## src/rtl/wgm_pkg.sv

```systemverilog
// Shared types, codes and helpers of the glob matcher.
`default_nettype none
package wgm_pkg;

    localparam int MAX_PATTERN_DEF = 16;

    localparam logic [1:0] ACT_PATTERN = 2'd0;
    localparam logic [1:0] ACT_TEXT    = 2'd1;
    localparam logic [1:0] ACT_REPORT  = 2'd2;

    localparam logic [7:0] CH_WILD_RUN = 8'h2A;
    localparam logic [7:0] CH_WILD_ONE = 8'h3F;
    localparam logic [7:0] CH_UPPER_A  = 8'h41;
    localparam logic [7:0] CH_UPPER_Z  = 8'h5A;
    localparam logic [7:0] CH_CASE_OFS = 8'h20;

    typedef struct packed {
        logic [1:0] action;
        logic [7:0] ch;
        logic       first;
    } t_item;

    typedef struct packed {
        logic matched;
        logic overflow;
    } t_result;

    function automatic logic [7:0] fold_case(input logic [7:0] c);
        if (c >= CH_UPPER_A && c <= CH_UPPER_Z) begin
            return c + CH_CASE_OFS;
        end
        return c;
    endfunction

endpackage
`default_nettype wire

```

## src/rtl/wgm_in_stage.sv

```systemverilog
// Input register stage holding one transaction for the matcher core.
`default_nettype none
module wgm_in_stage
    import wgm_pkg::*;
(
    input  wire logic  i_clk,
    input  wire logic  i_rst_n,
    input  wire logic  i_valid,
    output logic       o_ready,
    input  wire t_item i_item,
    input  wire logic  i_advance,
    output logic       o_held,
    output t_item      o_item
);

    logic  r_valid;
    t_item r_item;
    logic  accept;

    assign o_ready = !r_valid || i_advance;
    assign accept  = i_valid && o_ready;
    assign o_held  = r_valid;
    assign o_item  = r_item;

    always_ff @(posedge i_clk) begin
        if (!i_rst_n) begin
            r_valid <= 1'b0;
        end else if (accept) begin
            r_valid <= 1'b1;
        end else if (i_advance) begin
            r_valid <= 1'b0;
        end
    end

    always_ff @(posedge i_clk) begin
        if (accept) begin
            r_item <= i_item;
        end
    end

endmodule
`default_nettype wire

```

## src/rtl/wgm_nfa.sv

```systemverilog
// Pattern store and active-position set with the per-byte update.
`default_nettype none
module wgm_nfa
    import wgm_pkg::*;
#(
    parameter int MAX_PATTERN = MAX_PATTERN_DEF
) (
    input  wire logic  i_clk,
    input  wire logic  i_rst_n,
    input  wire logic  i_step,
    input  wire t_item i_item,
    output t_result    o_result
);

    localparam int NPOS  = MAX_PATTERN + 1;
    localparam int LEN_W = $clog2(NPOS);
    localparam int IDX_W = (MAX_PATTERN > 1) ? $clog2(MAX_PATTERN) : 1;
    localparam int LVLS  = LEN_W;

    logic [7:0]      r_pat [MAX_PATTERN];
    logic [LEN_W-1:0] r_len;
    logic            r_too;
    logic [NPOS-1:0] r_init;
    logic [NPOS-1:0] r_act;

    logic [LEN_W-1:0] n_len;
    logic            n_too;
    logic [NPOS-1:0] n_init;
    logic [NPOS-1:0] n_act;

    logic [7:0]      c;
    logic            c_star;
    logic            wr_en;
    logic [IDX_W-1:0] wr_idx;
    logic [NPOS-1:0] prop;
    logic [NPOS-1:0] step_set;
    logic [NPOS-1:0] star_pos;

    // Prefix scan: a set position spreads right across a run of stars.
    function automatic logic [NPOS-1:0] close_stars(input logic [NPOS-1:0] set,
                                                   input logic [NPOS-1:0] pr);
        logic [NPOS-1:0] g;
        logic [NPOS-1:0] p;
        logic [NPOS-1:0] gn;
        logic [NPOS-1:0] pn;
        g = set;
        p = pr;
        for (int l = 0; l < LVLS; l++) begin
            gn = g;
            pn = p;
            for (int j = 0; j < NPOS; j++) begin
                if (j >= (1 << l)) begin
                    gn[j] = g[j] | (p[j] & g[j - (1 << l)]);
                    pn[j] = p[j] & p[j - (1 << l)];
                end
            end
            g = gn;
            p = pn;
        end
        return g;
    endfunction

    assign c      = fold_case(i_item.ch);
    assign c_star = (c == CH_WILD_RUN);

    // Star flags of live positions; prop[j] lets position j-1 feed j.
    always_comb begin
        star_pos = '0;
        prop     = '0;
        for (int p = 0; p < MAX_PATTERN; p++) begin
            star_pos[p]  = (LEN_W'(p) < r_len) && (r_pat[p] == CH_WILD_RUN);
            prop[p + 1]  = star_pos[p];
        end
    end

    // One text byte: stars hold their position, others advance on a match.
    always_comb begin
        step_set = '0;
        for (int p = 0; p < MAX_PATTERN; p++) begin
            if (r_act[p] && (LEN_W'(p) < r_len)) begin
                if (r_pat[p] == CH_WILD_RUN) begin
                    step_set[p] = 1'b1;
                end else if (r_pat[p] == CH_WILD_ONE || r_pat[p] == c) begin
                    step_set[p + 1] = 1'b1;
                end
            end
        end
    end

    always_comb begin
        n_len  = r_len;
        n_too  = r_too;
        n_init = r_init;
        n_act  = r_act;
        wr_en  = 1'b0;
        wr_idx = r_len[IDX_W-1:0];
        o_result.matched  = r_act[r_len] && !r_too;
        o_result.overflow = r_too;
        if (i_step) begin
            unique case (i_item.action)
                ACT_PATTERN: begin
                    if (i_item.first) begin
                        wr_en     = 1'b1;
                        wr_idx    = '0;
                        n_len     = LEN_W'(1);
                        n_too     = 1'b0;
                        n_init    = '0;
                        n_init[0] = 1'b1;
                        n_init[1] = c_star;
                    end else if (r_len < LEN_W'(MAX_PATTERN)) begin
                        wr_en  = 1'b1;
                        n_len  = r_len + LEN_W'(1);
                        // Start closure grows only while the whole prefix is stars.
                        n_init[n_len] = r_init[r_len] && c_star;
                    end else begin
                        n_too = 1'b1;
                    end
                    n_act = n_init;
                end
                ACT_TEXT: begin
                    n_act = close_stars(step_set, prop);
                end
                ACT_REPORT: begin
                    n_act = r_init;
                end
                default: begin
                end
            endcase
        end
    end

    always_ff @(posedge i_clk) begin
        if (!i_rst_n) begin
            r_len  <= '0;
            r_too  <= 1'b0;
            r_init <= NPOS'(1);
            r_act  <= NPOS'(1);
        end else begin
            r_len  <= n_len;
            r_too  <= n_too;
            r_init <= n_init;
            r_act  <= n_act;
        end
    end

    always_ff @(posedge i_clk) begin
        if (wr_en) begin
            r_pat[wr_idx] <= c;
        end
    end

endmodule
`default_nettype wire

```

## src/rtl/wgm_out_stage.sv

```systemverilog
// Result register for the report channel.
`default_nettype none
module wgm_out_stage
    import wgm_pkg::*;
(
    input  wire logic    i_clk,
    input  wire logic    i_rst_n,
    input  wire logic    i_load,
    input  wire t_result i_result,
    output logic         o_free,
    output logic         o_valid,
    input  wire logic    i_ready,
    output t_result      o_result
);

    logic    r_valid;
    t_result r_result;

    assign o_free   = !r_valid || i_ready;
    assign o_valid  = r_valid;
    assign o_result = r_result;

    always_ff @(posedge i_clk) begin
        if (!i_rst_n) begin
            r_valid <= 1'b0;
        end else if (i_load) begin
            r_valid <= 1'b1;
        end else if (i_ready) begin
            r_valid <= 1'b0;
        end
    end

    always_ff @(posedge i_clk) begin
        if (i_load) begin
            r_result <= i_result;
        end
    end

endmodule
`default_nettype wire

```

## src/rtl/wildcard_glob_matcher.sv

```systemverilog
// Top level of the case-insensitive glob matcher with '*' and '?'.
// A report passes the input register, then the result register, before its result is valid.
// Throughput: one transaction per cycle unless stalled; the set update is combinational.
// Input stalls only while a held report faces a full result register; every action waits then.
// Reset (synchronous, active low) empties the pattern, clears overflow, activates position 0.
// The pattern bytes themselves are not cleared; only stored positions are ever read.
`default_nettype none
module wildcard_glob_matcher
    import wgm_pkg::*;
#(
    parameter int MAX_PATTERN = MAX_PATTERN_DEF
) (
    input  wire logic       i_clk,
    input  wire logic       i_rst_n,
    input  wire logic       i_valid,
    output logic            o_ready,
    input  wire logic [1:0] i_action,
    input  wire logic [7:0] i_ch,
    input  wire logic       i_first,
    output logic            o_valid,
    input  wire logic       i_ready,
    output logic            o_matched,
    output logic            o_overflow
);

    t_item   in_item;
    t_item   held_item;
    logic    held;
    logic    advance;
    logic    out_free;
    t_result core_result;
    t_result out_result;

    assign in_item.action = i_action;
    assign in_item.ch     = i_ch;
    assign in_item.first  = i_first;

    // Advance the held transaction unless it is a report facing a full result register.
    assign advance = held && ((held_item.action != ACT_REPORT) || out_free);

    wgm_in_stage u_in (
        .i_clk     (i_clk),
        .i_rst_n   (i_rst_n),
        .i_valid   (i_valid),
        .o_ready   (o_ready),
        .i_item    (in_item),
        .i_advance (advance),
        .o_held    (held),
        .o_item    (held_item)
    );

    // Update the pattern and active set for the held transaction.
    wgm_nfa #(
        .MAX_PATTERN (MAX_PATTERN)
    ) u_nfa (
        .i_clk    (i_clk),
        .i_rst_n  (i_rst_n),
        .i_step   (advance),
        .i_item   (held_item),
        .o_result (core_result)
    );

    // Capture a result only for a report that advances.
    wgm_out_stage u_out (
        .i_clk    (i_clk),
        .i_rst_n  (i_rst_n),
        .i_load   (advance && (held_item.action == ACT_REPORT)),
        .i_result (core_result),
        .o_free   (out_free),
        .o_valid  (o_valid),
        .i_ready  (i_ready),
        .o_result (out_result)
    );

    assign o_matched  = out_result.matched;
    assign o_overflow = out_result.overflow;

endmodule
`default_nettype wire

```

## config.mk

```make
export PLATFORM = sky130hd
export DESIGN_NAME = wildcard_glob_matcher
export DESIGN_NICKNAME = d
export VERILOG_FILES = /design/src/rtl/wgm_pkg.sv /design/src/rtl/wgm_in_stage.sv /design/src/rtl/wgm_nfa.sv /design/src/rtl/wgm_out_stage.sv /design/src/rtl/wildcard_glob_matcher.sv
export SDC_FILE = /design/constraint.sdc
export NUM_CORES = 1
export LEC_CHECK = 0
export BUFFER_PORTS_ARGS = -buffer_cell sky130_fd_sc_hd__clkbuf_2
export CORE_MARGIN = 5
export CORE_UTILIZATION = 50
export DETAILED_ROUTE_END_ITERATION = 12
export PLACE_DENSITY = 0.78
export REMOVE_ABC_BUFFERS = 1
export SLEW_MARGIN = 15
export SYNTH_ARGS = -nofsm -noshare
export SYNTH_HDL_FRONTEND = slang
export SYNTH_HIERARCHICAL = 1
export SYNTH_SLANG_ARGS = --single-unit
```

## constraint.sdc

```tcl
create_clock -name i_clk -period 7.83 [get_ports i_clk]
set_input_delay 0.3915 -clock i_clk [delete_from_list [all_inputs] [get_ports i_clk]]
set_output_delay 0.3915 -clock i_clk [all_outputs]
set_load 0.01 [all_outputs]
```

==> metrics.csv, run 1 <==
metric;value;unit
fin_tns_setup;0;ns
grt_use_total;24.2;%
postCtsHoldBufs;0;
final_common_cell;edfxtp_1;
post-place-cells;1292;
fin_nets;1061;
avgSynthCellArea;10.1;sq um
n_fill_cell;1712;
yosysWarnings;6;
gp_congestion;0.974;
hold_viol;0;
fin_crit;4.47;ns
ys_ff_latch;183;
cts.sink_count;183;
synth_cell_types;91;
die_h;155;um
cp_max_fo;26;
core-area;20900;sq um
synth-edff-count;141;
final-seq-area;5070;sq um
leakage;3.64;nW
clock_path_buffers;2;
clk_pin_slew;0.07;ns
arrival;4.80;ns
insertion_delay;0.44;ns
cts_root_buf;clkbuf_16;
drt-pass1-iter-count;6;
antenna_found_initial;0;
area_growth;9.06;%
netlist_instances;1041;
endpoint_kind;flip-flop;
dp_hpwl;19800;um
crit_type;flip-flop to flip-flop;
cts_buffers;17;
drv_cap;0;
dieWidth;155;um
ir_drop;0.000125;V
num_antenna_cells;0;
drc;0;
num_io_pins;19;
yosys.area_share.simple;19.6;%
fin_crit_sh;57.0;%
synthMuxAreaShare;2.63;%
rows;53;
synth_top_family_by_area;simple AND/OR/NAND/NOR gates;
ctsResizeCount;0;
synth_compound_area_share;15.5;%
drt-wirelength-per-cell;21.9;um
vias_per_cell;6.47;
grt_pass1_vias;8221;
cts_tree;yes;
via_count;8561;
max_freq;224;MHz
wirelength;28900;um
synth_xor_area_share;9.58;%
fin_cells;1323;
start_kind;flip-flop;
final_util;54.9;%
synth_flop_cell;edfxtp_1;
layout-drive-gt1-share;10.3;%
mostFrequentLayoutCells;edfxtp_1 (141), nand2_1 (132), nor2_1 (67);
grt_setup_unrepaired;no;
syn_area;10500;sq um
grt_max_degree;44;
hp-class;input port to flip-flop;
p_per_area;195;nW/um^2
start_util;50.4;%
grt-ovfl-total;0;
grt_pass1_wl;46200;um
final_max_slew_viol_count;0;
io_buffers;18;
post-cts-setup-buffers;0;
async_flop_share;0;%
status;completed;
worst_slew_pin_slew;1.15;ns
drtIter0Drc;1172;
die_area;24000;sq um
fin_skew;0.0121;ns
maxSlewHeadroom;22.5;%
setup_viol;0;
yosysSeqAreaShare;48.2;%
detail-route-antenna-nets;0;
synthAdderAreaFrac;1.19;%
cp.required;8.16;ns
multiInputGateArea;5110;sq um
htreeDepth;4;
==> stage by stage <==
| stage | instance area (sq um) | hold WS, ns | worst slack (ns) | power, mW |
|---|---|---|---|---|
| 3_5_place_dp | 10800 | 0.462 | 3.44 | 1.27 |
| 3_3_place_gp | 10800 | 0.450 | 3.60 | 1.27 |
| 4_1_cts | 11500 | 0.115 | 3.42 | 2.24 |
| 6_report | 11500 | 0.125 | 3.36 | 2.24 |
| 2_1_floorplan | 10300 | 0.432 | 3.90 | 1.21 |
| 5_1_grt | 11500 | 0.114 | 3.12 | 2.30 |
==> worst paths after layout <==
kind                                     start                end  slack (ns)  cells past startpoint
worst max-delay path            u_in/o_item[6]    u_nfa/r_act[14]        3.36                     13
worst min-delay path                   i_first     u_in/o_item[0]        0.13                      1
worst max register to register  u_in/o_item[6]    u_nfa/r_act[14]        3.36                     13
worst min register to register     u_nfa/r_too  u_out/o_result[0]        0.48                      0
==> report_power, final <==
group / switching, mW / internal (mW)
combinational: 0.118 / 0.0617
clock: 0.378 / 0.602
sequential: 0.0176 / 1.06
==> worst max-delay path, cell delays in order, from the launching register on <==
cell	delay, ns
edfxtp_1	0.73
ha_1	0.35
o31ai_2	0.32
o21ai_0	0.21
nor2_2	0.40
inv_2	0.35
xnor2_1	0.21
a41oi_1	0.30
nor3_1	0.11
o31ai_2	0.39
a31oi_1	0.16
a311oi_1	0.47
nand4_1	0.14
and3_1	0.18
==> cells in the mapped netlist (4+ instances only) <==
cell type	number	area share, %
a2111oi_0	4	0.33
a211oi_1	4	0.29
a21boi_0	22	1.6
a21oi_1	43	2.0
a221o_1	4	0.38
a221oi_1	4	0.33
a31oi_1	15	0.89
a41oi_1	4	0.33
and2_1	7	0.42
and3_1	9	0.54
buf_2	12	0.57
buf_6	4	0.43
clkbuf_1	33	1.2
dfxtp_1	42	8.0
edfxtp_1	141	40
ha_1	10	1.2
inv_1	18	0.64
mux2i_1	7	0.67
mux4_2	8	1.7
nand2_1	132	4.7
nand2b_1	12	0.71
nand3_1	58	2.8
nand4_1	19	1.1
nor2_1	67	2.4
nor2b_1	13	0.77
nor3_1	41	2.0
nor4_1	13	0.77
o211ai_1	11	0.79
o21a_1	7	0.50
o21ai_0	37	1.8
o221ai_1	7	0.58
o31ai_1	5	0.36
o32ai_1	5	0.42
or2_2	5	0.30
or3_1	12	0.71
or4_1	10	0.71
xnor2_1	66	5.5
xor2_1	49	4.1
==> layout make-up <==
cell class	count	share of cell area (%)
clock buffer	17	3.71
clock inverter	14	2.12
inverter	22	0.720
multi-input combinational	781	44.6
sequential	183	44.2
tap	275	3.00
timing repair buffer	31	1.64
==> sequential cells by signal, indices dropped and copies added, names as in the netlist <==
register / cells
u_in/o_held: 1
u_in/o_item: 11
u_nfa/r_act: 17
u_nfa/r_init: 17
u_nfa/r_len: 5
u_nfa/r_pat: 128
u_nfa/r_too: 1
u_out/o_result: 2
u_out/o_valid: 1
==> kinds of logic (layout without fill, tap and decap cells) <==
family | Yosys count | count (layout)
AO/OA/AOI/OAI | 221 | 221
XOR/XNOR | 115 | 115
adder cells (fa/ha/maj) | 10 | 10
buffers and inverters | 77 | 84
flip-flops | 183 | 183
multiplexers | 17 | 17
AND/OR/NAND/NOR | 418 | 418
==> routing by layer <==
metal / track usage, % / vias to the layer above / part of all wire [%]
li1: - / 3857 / -
met1: 33.6 / 4079 / 41
met2: 35.9 / 528 / 44
met3: 5.59 / 97 / 10
met4: 11.6 / 0 / 4.8
met5: 0 / - / 0
Power figures use the tool's default switching activity.
==> run 2: changes to the inputs <==
Settings changed: PLACE_DENSITY 0.78 to 0.8.
Clock period 7.83 ns to 4.1 ns, I/O delays scaled along.
==> run 2 against run 1 <==
Against the previous run:
- total power is 78% higher
- sequential share of layout area is 0.47 points lower
- die area stayed put
- clock-buffer cell count stayed put
- maximum frequency is 18% higher
- global-route usage is 0.24 points lower
- sequential cell count stayed put
- combinational power is 96% higher
- critical endpoint is now u_nfa/r_act[12]
- highest routed layer unchanged
==> metrics.csv, run 2 (synthesis gave the netlist of run 1 again) <==
metric;value;unit
cp.required;4.43;ns
maxSlewHeadroom;28.4;%
holdWs;0.0330;ns
cpPeakStageDelay;0.50;ns
ir_drop;0.000269;V
arrival;4.11;ns
grt_max_degree;32;
final-seq-area;5070;sq um
rows;53;
gp_congestion;0.983;
swShare;25.7;%
path_cells;ha_1, o31ai_2, o21ai_0, nor2_2, inv_2, buf_4, xnor2_1, a41oi_1, nor3b_1, a221oi_1, a31oi_4, o211ai_2, nand2_1, o31a_1;
endpoint_kind;flip-flop;
cts.sink_count;183;
reg2reg_to;u_nfa/r_act[12];
fin_crit_sh;92.1;%
place_ws;0.444;ns
grtUsageMet2;36.8;%
fin_crit;3.78;ns
use_met1;32.5;%
final_util;55.5;%
num_antenna_cells;0;
dp_hpwl;20500;um
crit_end;u_nfa/r_act[12];
path_depth;14;
reg2reg_setup_slack;0.32;ns
grt_pass1_vias;8250;
worst_slew_pin_slew;1.07;ns
critPathLaunch;u_in/o_item[6];
start_util;50.4;%
final_max_slew_viol_count;0;
area_growth;10.2;%
fin_skew;0.0107;ns
cts_root_buf;clkbuf_16;
hold_viol;0;
internal_power;2.96;mW
reg2reg_depth;14;
cts_tree;yes;
crit_buf_inv;2;
postCtsHoldBufs;7;
fin_ws;0.323;ns
clock_path_buffers;2;
clk_pin_slew;0.07;ns
fin_nets;1090;
start_kind;flip-flop;
leakage;3.73;nW
power_frac_seq;51.6;%
hp-class;input port to flip-flop;
grt_setup_unrepaired;no;
drt-wirelength-per-cell;21.1;um
ctsResizeCount;0;
insertion_delay;0.45;ns
grt-ovfl-total;0;
die_h;155;um
drv_cap;0;
drt-pass1-iter-count;6;
antenna_found_initial;0;
dieWidth;155;um
p_total;3.98;mW
grt_use_total;24.0;%
detail-route-antenna-nets;0;
n_fill_cell;1787;
cts_buffers;17;
vias_per_cell;6.31;
rr_startpoint;u_in/o_item[6];
wirelength;28500;um
top_regs;u_nfa/r_pat x128, u_nfa/r_act x17, u_nfa/r_init x17;
max_freq;265;MHz
htreeDepth;4;
largest_reg_flops;128;
multiInputGateArea;5100;sq um
drtIter0Drc;908;
crit_type;flip-flop to flip-flop;
cp_max_fo;15;
layout-drive-gt1-share;11.8;%
power_frac_clock;39.6;%
setup_viol;0;
critical_path.slowest_cell;a221oi_1;
largest_register;u_nfa/r_pat;
grt.met3_usage;4.73;%
post-cts-setup-buffers;0;
busiest_layer;met2;
drc;0;
status;completed;
p_sw;1.02;mW
p_comb_share;8.9;%
via_count;8534;
num_io_pins;19;
grt_pass1_wl;45200;um
fin_tns_setup;0;ns
final_common_cell;edfxtp_1;
crit_family;compound AO/OA/AOI/OAI gates;
die_area;24000;sq um
io_buffers;18;
mostFrequentLayoutCells;edfxtp_1 (141), nand2_1 (132), nor2_1 (67);
core-area;20900;sq um
p_per_area;343;nW/um^2
run 2: cell count changes in the layout (fill, tap and decap cells not counted), moves of 3 or more:
cell,before,now
buf_4,13,34
clkinv_4,0,4
dlygate4sd3_1,0,8
inv_6,6,3
inv_8,0,4
bufinv_16,6,0
run 2: worst min path at each step:
stage	cells after the start	slack, ns	end	from
6_report	1	0.03	u_in/o_item[2]	i_ch[1]
5_1_grt	1	0.008	u_in/o_item[2]	i_ch[1]
4_1_cts	1	0.007	u_in/o_item[1]	i_ch[0]
3_5_place_dp	1	0.38	u_in/o_item[8]	i_ch[7]
3_3_place_gp	1	0.38	u_in/o_item[8]	i_ch[7]
2_1_floorplan	1	0.29	u_nfa/r_act[0]	i_rst_n
run 2: routing by layer:
metal,routed length (um),vias up
met5,0,-
met4,1340,0
met3,2760,84
met2,12900,480
met1,11500,4056
li1,-,3914
run 2: area by class of cell:
class                      count  area share [%]
clock buffer                  17            3.67
clock inverter                15            1.20
inverter                      22           0.712
multi-input combinational    781            44.0
sequential                   183            43.8
tap                          275            2.97
timing repair buffer          60            3.67
run 2: metrics by stage:
stage	area, sq um	cells
2_1_floorplan	10300	986
3_3_place_gp	10900	1313
3_5_place_dp	10900	1313
4_1_cts	11600	1352
5_1_grt	11600	1353
6_report	11600	1353
run 2: power groups by stage:
stage          Sequential (mW)  Combinational (mW)  Clock [mW]
6_report                  2.05               0.353        1.57
5_1_grt                   2.05               0.379        1.67
4_1_cts                   2.05               0.347        1.59
3_5_place_dp              2.09               0.340           0
3_3_place_gp              2.09               0.335           0
2_1_floorplan             2.11               0.197           0
==> run 3: changes to the inputs <==
Settings changed: CTS_BUF_LIST set to sky130_fd_sc_hd__clkbuf_4, PLACE_DENSITY 0.8 to 0.78.
Clock period 4.1 ns to 4.65 ns, I/O delays scaled along.
==> run 3 against run 2 <==
Against the previous run:
- maximum frequency decreased by 2.3%
- register-to-register slack improved by 0.46 ns
- wire length shrank 1.1%
- die area did not move
- clock-buffer cell count rose by 2
- sequential cell count unchanged
- via count down 0.68%
- critical path depth shrank 3
- sequential power is 12% lower
- utilization down 1.5 points
==> metrics.csv, run 3 (synthesis gave the netlist of run 1 again) <==
metric;value;unit
cp_max_fo;11;
critical_path.slowest_cell;nor2_1;
top_regs;u_nfa/r_pat x128, u_nfa/r_act x17, u_nfa/r_init x17;
cts_buffers;17;
mostFrequentLayoutCells;edfxtp_1 (141), nand2_1 (132), nor2_1 (67);
final_max_slew_viol_count;0;
setup_viol;0;
vias_per_cell;6.27;
clk_pin_slew;0.15;ns
crit_type;flip-flop to flip-flop;
layout-drive-gt1-share;11.1;%
hold_viol;0;
fin_nets;1087;
p_per_area;261;nW/um^2
path_cells;or2_2, o221a_1, nor2_1, xor2_1, a41oi_1, nor3b_1, a221oi_1, a31oi_4, o211ai_2, nand2_1, o31a_1;
fin_crit_sh;83.2;%
area_growth;7.20;%
rows;53;
htreeDepth;4;
cpPeakStageDelay;0.75;ns
final_common_cell;edfxtp_1;
reg2reg_depth;11;
path_depth;11;
status;completed;
rr_startpoint;u_in/o_item[5];
endpoint_kind;flip-flop;
largest_register;u_nfa/r_pat;
start_util;50.4;%
worst_slew_pin_slew;1.13;ns
grt_pass1_wl;44100;um
crit_buf_inv;0;
dpl_cell_area;10900;sq um
cp.required;5.13;ns
min_from;i_rst_n;
final_util;54.0;%
fin_tns_setup;0;ns
drt-wirelength-per-cell;20.8;um
drt-pass1-iter-count;6;
insertion_delay;0.58;ns
fin_cells;1351;
critPathLaunch;u_in/o_item[5];
drc;0;
via_count;8476;
drv_cap;0;
core-area;20900;sq um
grt_setup_unrepaired;no;
ctsResizeCount;0;
gp_congestion;0.934;
fin_crit;3.87;ns
antenna_found_initial;1;
dp_hpwl;19600;um
fin_skew;0.0172;ns
detail-route-antenna-nets;0;
grt_pass1_vias;7939;
grt_max_degree;44;
holdPathStages;3;
dieWidth;155;um
grt-ovfl-total;0;
ir_drop;0.000140;V
drtIter0Drc;1175;
largest_reg_flops;128;
post-place-cells;1305;
die_area;24000;sq um
start_kind;flip-flop;
die_h;155;um
final_area;11300;sq um
hp-class;input port to flip-flop;
grt_use_total;23.3;%
io_buffers;18;
num_io_pins;19;
clock_path_buffers;2;
p_total;2.94;mW
arrival;4.34;ns
cts_tree;yes;
cts.sink_count;183;
wirelength;28200;um
crit_family;compound AO/OA/AOI/OAI gates;
cts_root_buf;clkbuf_4;
max_freq;259;MHz
leakage;3.57;nW
maxSlewHeadroom;24.1;%
run 3: worst min-delay path: cells and delay by family:
kind	cells	cell delay [ns]
AO/OA/AOI/OAI	1	0.13
buffers and inverters	2	0.33
run 3: cell type report:
type / instances / area, sq um
multi-input cells: 781 / 5100
inverters: 22 / 82.6
clock inverters: 13 / 110
well taps: 275 / 344
fillers: 1804 / 9610
diodes: 1 / 2.50
clock buffers: 19 / 143
flip-flops and latches: 183 / 5070
repair buffers: 57 / 415
run 3: routing by layer:
layer	vias up	GRT usage, %	share of wire, %
met1	4074	32.8	43
met4	0	8.49	3.0
met5	-	0	0
li1	3900	-	-
met3	64	4.48	8.7
met2	438	35.9	45
run 3: what timing repair did:
action	4_1_cts	5_1_grt
endpoints found under the hold margin	13	0
hold buffers	13	0
endpoints found under the setup margin	0	0
buffers inserted	0	0
run 3: power by group:
group / internal, mW / leakage (nW) / switching, mW
Sequential: 1.78 / 1.61 / 0.0264
Clock: 0.240 / 0.144 / 0.578
Combinational: 0.116 / 1.82 / 0.195
run 3: final timing paths:
check	slack [ns]	endpoint
worst max register to register	0.78	u_nfa/r_act[12]
worst min-delay path	0.15	u_nfa/r_act[0]
worst min register to register	0.49	u_nfa/r_act[6]
worst max-delay path	0.78	u_nfa/r_act[12]
run 3: through the flow:
| step | worst slack (ns) | hold WS, ns |
|---|---|---|
| 2_1_floorplan | 0.722 | 0.321 |
| 3_3_place_gp | 0.950 | 0.411 |
| 3_5_place_dp | 0.827 | 0.411 |
| 4_1_cts | 0.797 | 0.106 |
| 5_1_grt | 0.497 | 0.145 |
| 6_report | 0.783 | 0.151 |
